===== src/rtl/bounded_ordered_list_engine_top_assert.svh =====
// ---------------------------------------------------------------------------
// Assertion macros for the ordered list engine
// Clocked on clk, disabled while rst_n is low.
// ---------------------------------------------------------------------------
`ifndef BOUNDED_ORDERED_LIST_ENGINE_TOP_ASSERT_SVH
`define BOUNDED_ORDERED_LIST_ENGINE_TOP_ASSERT_SVH

// condition holds at every edge
`define BOLE_CHECK(label, cond, msg) \
  label: assert property (@(posedge clk) disable iff (!rst_n) (cond)) else $error(msg);

// antecedent implies consequent at the same edge
`define BOLE_IMPLY(label, ante, cons, msg) \
  label: assert property (@(posedge clk) disable iff (!rst_n) (ante) |-> (cons)) \
    else $error(msg);

// antecedent implies consequent at the next edge
`define BOLE_IMPLY_NEXT(label, ante, cons, msg) \
  label: assert property (@(posedge clk) disable iff (!rst_n) (ante) |=> (cons)) \
    else $error(msg);

`endif


===== src/rtl/bole_pkg.sv =====
// ---------------------------------------------------------------------------
// bole_pkg
// Action codes and controller command type for the ordered list engine.
// ---------------------------------------------------------------------------
package bole_pkg;

  localparam logic [2:0] ACT_PUSH   = 3'd0;
  localparam logic [2:0] ACT_POP    = 3'd1;
  localparam logic [2:0] ACT_INSERT = 3'd2;
  localparam logic [2:0] ACT_DELETE = 3'd3;
  localparam logic [2:0] ACT_CLEAR  = 3'd4;

  typedef struct packed {
    logic load;     // capture input beat
    logic compare;  // register per-cell compare flags
    logic commit;   // update cells, load result register
  } bole_cmd_t;

endpackage


===== src/rtl/bole_ctrl.sv =====
// ---------------------------------------------------------------------------
// bole_ctrl
// Sequencer: accept, compare, commit; owns both handshakes.
// ---------------------------------------------------------------------------
module bole_ctrl (
  input  logic               clk,
  input  logic               rst_n,
  input  logic               in_valid,
  output logic               in_ready,
  output logic               out_valid,
  input  logic               out_ready,
  output bole_pkg::bole_cmd_t cmd
);
  import bole_pkg::*;

  localparam logic [1:0] ST_IDLE = 2'd0;
  localparam logic [1:0] ST_CMP  = 2'd1;
  localparam logic [1:0] ST_EXEC = 2'd2;

  logic [1:0] state_r, state_nxt;
  logic       out_valid_r, out_valid_nxt;
  logic       slot_free;

  assign slot_free = !out_valid_r || out_ready;
  assign in_ready  = (state_r == ST_IDLE) || ((state_r == ST_EXEC) && slot_free);
  assign out_valid = out_valid_r;

  always_comb begin
    cmd.load    = in_valid && in_ready;
    cmd.compare = (state_r == ST_CMP);
    cmd.commit  = (state_r == ST_EXEC) && slot_free;
  end

  always_comb begin
    state_nxt = state_r;
    unique case (state_r)
      ST_IDLE: if (in_valid) state_nxt = ST_CMP;
      ST_CMP:  state_nxt = ST_EXEC;
      ST_EXEC: if (slot_free) state_nxt = in_valid ? ST_CMP : ST_IDLE;
      default: state_nxt = ST_IDLE;
    endcase
  end

  always_comb begin
    out_valid_nxt = out_valid_r;
    if (cmd.commit) out_valid_nxt = 1'b1;
    else if (out_ready) out_valid_nxt = 1'b0;
  end

  always_ff @(posedge clk) begin
    if (!rst_n) begin
      state_r     <= ST_IDLE;
      out_valid_r <= 1'b0;
    end else begin
      state_r     <= state_nxt;
      out_valid_r <= out_valid_nxt;
    end
  end

`include "bounded_ordered_list_engine_top_assert.svh"

  `BOLE_IMPLY_NEXT(a_load_to_cmp, cmd.load, state_r == ST_CMP, "accepted beat not compared")
  `BOLE_IMPLY_NEXT(a_cmp_to_exec, state_r == ST_CMP, state_r == ST_EXEC, "compare not followed by commit stage")
  `BOLE_IMPLY_NEXT(a_commit_shows, cmd.commit, out_valid_r, "commit did not present a result")
  `BOLE_CHECK(a_one_phase, !(cmd.compare && cmd.commit), "compare and commit together")

endmodule


===== src/rtl/bole_dp.sv =====
// ---------------------------------------------------------------------------
// bole_dp
// Row of compare-and-shift cells, entry count and result register.
// ---------------------------------------------------------------------------
module bole_dp #(
  parameter int DEPTH = 16
) (
  input  logic                clk,
  input  logic                rst_n,
  input  bole_pkg::bole_cmd_t cmd,
  input  logic [2:0]          in_action,
  input  logic signed [31:0]  in_value,
  output logic                out_ok,
  output logic [4:0]          out_item_count,
  output logic                out_list_empty,
  output logic                out_front_valid,
  output logic signed [31:0]  out_front_value
);
  import bole_pkg::*;

  localparam int CW = $clog2(DEPTH + 1);

  logic [2:0]         act_r;
  logic signed [31:0] val_r;
  logic signed [31:0] ent_r   [DEPTH];
  logic signed [31:0] ent_nxt [DEPTH];
  logic [CW-1:0]      cnt_r, cnt_nxt;

  logic [DEPTH-1:0] gt_r, stop_r, eq_r;   // insert stop, delete stop, equality
  logic [DEPTH-1:0] live, flag, past_stop, first;
  logic             full, found, ok_nxt;
  logic             do_push, do_ins, do_pop, do_del;

  logic             ok_r;
  logic [4:0]       count_out_r;
  logic             empty_r, fvalid_r;
  logic signed [31:0] front_r;

  always_ff @(posedge clk) begin
    if (cmd.load) begin
      act_r <= in_action;
      val_r <= in_value;
    end
  end

  // compare stage
  always_ff @(posedge clk) begin
    if (cmd.compare) begin
      for (int i = 0; i < DEPTH; i++) begin
        gt_r[i]   <= !live[i] || (val_r < ent_r[i]);
        stop_r[i] <= !live[i] || !(ent_r[i] < val_r);
        eq_r[i]   <= ent_r[i] == val_r;
      end
    end
  end

  always_comb begin
    for (int i = 0; i < DEPTH; i++) live[i] = CW'(i) < cnt_r;
    flag = (act_r == ACT_INSERT) ? gt_r : stop_r;
    past_stop[0] = 1'b0;
    for (int i = 1; i < DEPTH; i++) past_stop[i] = past_stop[i-1] | flag[i-1];
    first = flag & ~past_stop;
    found = |(first & eq_r & live);
    full  = cnt_r == CW'(DEPTH);
  end

  always_comb begin
    do_push = 1'b0;
    do_ins  = 1'b0;
    do_pop  = 1'b0;
    do_del  = 1'b0;
    ok_nxt  = 1'b0;
    cnt_nxt = cnt_r;
    unique case (act_r)
      ACT_PUSH: begin
        do_push = !full;
        ok_nxt  = !full;
        if (!full) cnt_nxt = cnt_r + CW'(1);
      end
      ACT_POP: begin
        do_pop = cnt_r != '0;
        ok_nxt = cnt_r != '0;
        if (cnt_r != '0) cnt_nxt = cnt_r - CW'(1);
      end
      ACT_INSERT: begin
        do_ins = !full;
        ok_nxt = !full;
        if (!full) cnt_nxt = cnt_r + CW'(1);
      end
      ACT_DELETE: begin
        do_del = found;
        ok_nxt = found;
        if (found) cnt_nxt = cnt_r - CW'(1);
      end
      ACT_CLEAR: begin
        ok_nxt  = 1'b1;
        cnt_nxt = '0;
      end
      default: ;
    endcase
  end

  // per-cell next value
  for (genvar g = 0; g < DEPTH; g++) begin : g_cell
    logic signed [31:0] prev_v, next_v;
    if (g == 0) begin : g_head
      assign prev_v = val_r;
    end else begin : g_body
      assign prev_v = ent_r[g-1];
    end
    if (g == DEPTH - 1) begin : g_tail
      assign next_v = ent_r[g];
    end else begin : g_inner
      assign next_v = ent_r[g+1];
    end
    always_comb begin
      ent_nxt[g] = ent_r[g];
      priority if (do_push) begin
        ent_nxt[g] = prev_v;
      end else if (do_ins && first[g]) begin
        ent_nxt[g] = val_r;
      end else if (do_ins && past_stop[g]) begin
        ent_nxt[g] = prev_v;
      end else if (do_pop || (do_del && (past_stop[g] || first[g]))) begin
        ent_nxt[g] = next_v;
      end else begin
        ent_nxt[g] = ent_r[g];
      end
    end
  end

  always_ff @(posedge clk) begin
    if (cmd.commit) begin
      for (int i = 0; i < DEPTH; i++) ent_r[i] <= ent_nxt[i];
      ok_r        <= ok_nxt;
      count_out_r <= 5'(cnt_nxt);
      empty_r     <= cnt_nxt == '0;
      fvalid_r    <= cnt_nxt != '0;
      front_r     <= (cnt_nxt != '0) ? ent_nxt[0] : 32'sd0;
    end
  end

  always_ff @(posedge clk) begin
    if (!rst_n) cnt_r <= '0;
    else if (cmd.commit) cnt_r <= cnt_nxt;
  end

  assign out_ok          = ok_r;
  assign out_item_count  = count_out_r;
  assign out_list_empty  = empty_r;
  assign out_front_valid = fvalid_r;
  assign out_front_value = front_r;

`include "bounded_ordered_list_engine_top_assert.svh"

  `BOLE_CHECK(a_cnt_bound, cnt_r <= CW'(DEPTH), "entry count above depth")
  `BOLE_IMPLY_NEXT(a_clear_empties, cmd.commit && act_r == ACT_CLEAR, cnt_r == '0, "clear left entries")
  `BOLE_IMPLY_NEXT(a_push_front, cmd.commit && act_r == ACT_PUSH && !full, ent_r[0] == $past(val_r), "push not at front")

endmodule


===== src/rtl/bounded_ordered_list_engine_top.sv =====
// ---------------------------------------------------------------------------
// bounded_ordered_list_engine_top
// Ordered list of up to DEPTH signed words with push, pop, insert, delete, clear.
// ---------------------------------------------------------------------------
// Input channel in_valid/in_ready carries one beat: in_action and in_value.
// Output channel out_valid/out_ready returns one beat per input beat: ok
// flag, entry count (low 5 bits), empty flag and front entry after the
// action.
// Each beat passes through the compare stage, where every cell compares
// its entry with the operand, and then the commit stage, where the cells
// shift and the result register is loaded. A new beat is taken in the
// commit cycle of the previous one, at any depth.
// The result register separates the channels: a beat may be accepted and
// compared while the previous result waits; commit holds while out_ready is
// low and the result register is still full.
// Reset empties the list at once; entry storage is left as is.
// ---------------------------------------------------------------------------
module bounded_ordered_list_engine_top #(
  parameter int DEPTH = 16
) (
  input  logic               clk,
  input  logic               rst_n,
  input  logic               in_valid,
  output logic               in_ready,
  input  logic [2:0]         in_action,
  input  logic signed [31:0] in_value,
  output logic               out_valid,
  input  logic               out_ready,
  output logic               out_ok,
  output logic [4:0]         out_item_count,
  output logic               out_list_empty,
  output logic               out_front_valid,
  output logic signed [31:0] out_front_value
);
  import bole_pkg::*;

  bole_cmd_t cmd;

  bole_ctrl u_ctrl (
    .clk       (clk),
    .rst_n     (rst_n),
    .in_valid  (in_valid),
    .in_ready  (in_ready),
    .out_valid (out_valid),
    .out_ready (out_ready),
    .cmd       (cmd)
  );

  bole_dp #(
    .DEPTH (DEPTH)
  ) u_dp (
    .clk             (clk),
    .rst_n           (rst_n),
    .cmd             (cmd),
    .in_action       (in_action),
    .in_value        (in_value),
    .out_ok          (out_ok),
    .out_item_count  (out_item_count),
    .out_list_empty  (out_list_empty),
    .out_front_valid (out_front_valid),
    .out_front_value (out_front_value)
  );

endmodule

===== config.mk =====
export PLATFORM = sky130hd
export DESIGN_NAME = bounded_ordered_list_engine_top
export DESIGN_NICKNAME = d
export VERILOG_FILES = /design/src/rtl/bole_pkg.sv /design/src/rtl/bole_ctrl.sv /design/src/rtl/bole_dp.sv /design/src/rtl/bounded_ordered_list_engine_top.sv
export VERILOG_INCLUDE_DIRS = /design/src /design/src/rtl
export SDC_FILE = /design/constraint.sdc
export NUM_CORES = 2
export LEC_CHECK = 0
export BUFFER_PORTS_ARGS = -buffer_cell sky130_fd_sc_hd__buf_2
export CORE_ASPECT_RATIO = 1.1
export CORE_MARGIN = 8
export CORE_UTILIZATION = 52
export DETAILED_ROUTE_END_ITERATION = 12
export PLACE_DENSITY = 0.68
export SLEW_MARGIN = 5
export SYNTH_ARGS = -nofsm -noshare
export SYNTH_HDL_FRONTEND = slang
export SYNTH_SLANG_ARGS = --single-unit

===== constraint.sdc =====
create_clock -name clk -period 11.3 [get_ports clk]
set_input_delay 1.695 -clock clk [delete_from_list [all_inputs] [get_ports clk]]
set_output_delay 1.695 -clock clk [all_outputs]
set_load 0.005 [all_outputs]

==> key figures <==
STA
  • Tmin final: 5.20 ns
  • Fin Setup TNS: 0 ns
  • RSZ-0062 raised after global routing: false
  • Endpoints failing setup: 0
  • Rel. slew slack: 14.4%
  • Fin. Hold Viols: 0
  • Final Cycle Share: 46.1%
  • Clk_skew: 0.0302 ns
  • Max-slew violation count: 0
  • Worst setup margin: 6.10 ns
  • Pin slew with the least headroom to its limit: 1.28 ns
  • Fmax: 0.192 GHz

Layout
  • Non-Filler Instances: ~5500
  • Post-route core utilization: between 50 and 60%
  • Area occupied by multi-input gates: 21200 µm²
  • FF+latch area: 19200 µm²
  • Most frequent cells in the layout: 635 x edfxtp_1, 563 x a21oi_1, 515 x ha_1
  • Ant diodes: 0
  • Fillcell total: 7228
  • Area grow syn2layout: 8.81%
  • Most common cell after layout, fill and taps aside: edfxtp_1
  • Fraction of layout cells with a size suffix above 1: 8.19%
  • Fin nets: 4978

Setup path
  • Critical path depth: 11
  • Crit path cell chain: nor3b_2 -> buf_4 -> mux2_2 -> nand4_1 -> o211ai_1 -> a211o_1 -> a211oi_4 -> nand2b_1 -> nand2_1 -> o21ai_0 -> a31oi_4
  • Setup Crit Path Kind: reg -> reg
  • Crit Path Max Fanout: 32
  • Crit-path max cell delay: approximately 0.76 ns
  • Worst Path Buf+Inv: 1
  • Top delay family on crit path: compound AO/OA/AOI/OAI gates
  • Critical Path RT: about 11 ns
  • Critical Path Source Type: register
  • Setup crit end kind: register
  • Critical path data arrival time: around 5.4 ns
  • Reg2reg setup slack: ~6.1 ns
  • CP max stage cell: edfxtp_1
  • Worst reg-to-reg path cell count: 11

Clock network
  • CTS resizes: 0
  • CTS tree: done
  • Clk_lat worst skew: 0.65 ns
  • H-tree depth: 3
  • Setup Fix Bufs, Post-CTS: 0
  • Hold-fix buffers, CTS: 0
  • Longest Clk Path Bufs: 3
  • Clock sink count: 643
  • CTS Buf Count: between 70 and 80
  • CTS clock-pin slew for the worst setup and hold paths: 0.06 ns
  • Root Driver: clkbuf_16

Flow run
  • Max capacitance violation total: 0

Outcome
  • Status: finished clean

Global routing
  • GR peak layer: met2
  • M2 GR Usage: 43.2%
  • Initial antenna violation count: 2
  • Met1 Use GR: 36.2%
  • Grt met3 use: 3.34%
  • Largest net degree at the start of global routing: slightly below 200
  • First-pass GRT wire length: 199000 µm
  • Gr usage total: a little over a quarter
  • Number of global-route vias before repair: 35000
  • Remaining global-route overflow: 0

Route
  • DR DRC count: 0
  • Drt total wl: between 100000 and 150000 µm
  • Initial DRC Count: approximately 3500
  • Wirelength per Cell: approximately 23 µm
  • Routed vias/inst: between 6 and 7
  • Vias after detailed routing: 35200
  • Pre-antenna DRT Iters: 6
  • Post-DRT Antenna Nets: 0

Synthesis
  • Syn Area/Cell: 9.67 µm²
  • Mapped Nets: 5014
  • Yosys reg bits: around 640
  • Seq/Total Area, Yosys: about 45%
  • Ys Warns: 0
  • Cell area after synthesis: approximately 43000 µm²
  • Post-synth EDFFs: 635
  • Async set-reset flop share out of synthesis: 0%
  • Largest area contributor in the netlist: edfxtp_1
  • Top post-synthesis cells by area: edfxtp_1 44%, ha_1 15%, a21oi_1 6.6%, o22ai_1 4.7%, nor2_1 4.5%
  • Synthesized instance count: approximately 4500
  • Ys flop type: edfxtp_1
  • Post-synth cell types: between 70 and 80
  • Post-synth top area share: around 44%

Floorplanning
  • Die span in x: 291 µm
  • Core Rows: 110
  • Initial core utilization: 52.6%
  • Die Area: 92400 µm²
  • Core ar.: 82000 µm²
  • Die Y: 318 µm
  • # IOs: 81

Placement
  • RePlAce Congestion: a little over 0.9
  • Worst slack at placement: roughly 6.1 ns
  • PortBufs: 80
  • HPWL after DPL: 91900 µm
  • Placed insts: 5412

Pwr
  • Static leakage power: roughly 19 nW
  • Design Power: roughly 5.8 mW
  • Pwr per Cell Area: 123 nW/µm²
  • Worst vdd ir: 0.0000946 V

Min path
  • Hold crit path type: reg -> reg
  • WHS Path Cells: 2
[metrics by stage]
step	hold WS, ns	cell area (µm²)
after detailed placement	0.517	44600
after floorplan	0.495	43100
final	0.524	46900
after global routing	0.563	46900
after CTS	0.530	46900
after global placement	0.512	44600
[worst paths after layout]
kind                    startpoint           endpoint
hold reg to reg   u_ctrl.out_valid   u_ctrl.out_valid
setup / recovery     u_dp.act_r[1]  u_dp.ent_r[0][85]
setup reg to reg     u_dp.act_r[1]  u_dp.ent_r[0][85]
hold / removal    u_ctrl.out_valid   u_ctrl.out_valid
[cells by family (layout without fill, tap and decap cells)]
| group | after synthesis | after routing | share of synthesized area [%] |
|---|---|---|---|
| flops | 643 | 643 | 44.6 |
| simple gates | 1046 | 1046 | 11.4 |
| compound gates | 1439 | 1439 | 20.7 |
| buf+inv | 751 | 774 | 6.68 |
| fa+ha+maj | 515 | 515 | 14.9 |
| xor+xnor | 5 | 5 | 0.102 |
| mux | 61 | 61 | 1.50 |
[tightest hold or removal path, cell delays in order, from the launching register on]
cell	delay, ns
dfxtp_1	0.32
nand2b_1	0.09
a21boi_0	0.07
[state kept, by name, summed over array words and instances (netlist names)]
register and cells:
u_dp.act_r 3, u_dp.ent_r 512, u_ctrl.out_valid 1, u_dp.out_item_count 5, u_dp.stop_r 16, u_dp.gt_r 16, u_dp.eq_r 16, u_dp.g_cell.prev_v 32
u_dp.out_front_value 32, u_dp.cnt_r 5, u_ctrl.state_r 2, u_dp.out_ok 1, u_dp.out_front_valid 1, u_dp.out_list_empty 1
[routing by layer]
layer / up-vias / routed length (µm)
li1: 16500 / -
met1: 17200 / 55700
met4: 2 / 3420
met2: 1251 / 59400
met5: - / 20
met3: 225 / 7840
[report_power, final]
group	internal (mW)	switching, mW
logic	0.251	0.448
clock network	1.33	1.03
registers	2.67	0.0275
[cells in the mapped netlist (12+ instances only)]
cell,count
clkbuf_1,242
buf_1,28
nand2b_1,30
o21ai_0,114
o32ai_1,97
a211oi_1,19
nand4_1,115
inv_1,469
a21o_1,148
nor2_1,519
nor2b_1,47
and3_1,12
nor3_1,28
o211ai_1,18
nor4_1,14
edfxtp_1,635
o21a_1,61
and2_4,28
a311oi_1,31
nand2_1,159
nand3_1,32
and2_1,17
ha_1,515
mux2i_1,48
o22ai_1,323
a21oi_1,568
[layout make-up]
class | instances | area share [%]
multi-input combinational | 3066 | 45.2
sequential | 643 | 41.0
clock buffer | 92 | 4.18
inverter | 470 | 3.76
tap | 1064 | 2.84
timing repair buffer | 169 | 2.30
clock inverter | 43 | 0.715
(Power assumes the default switching activity.)
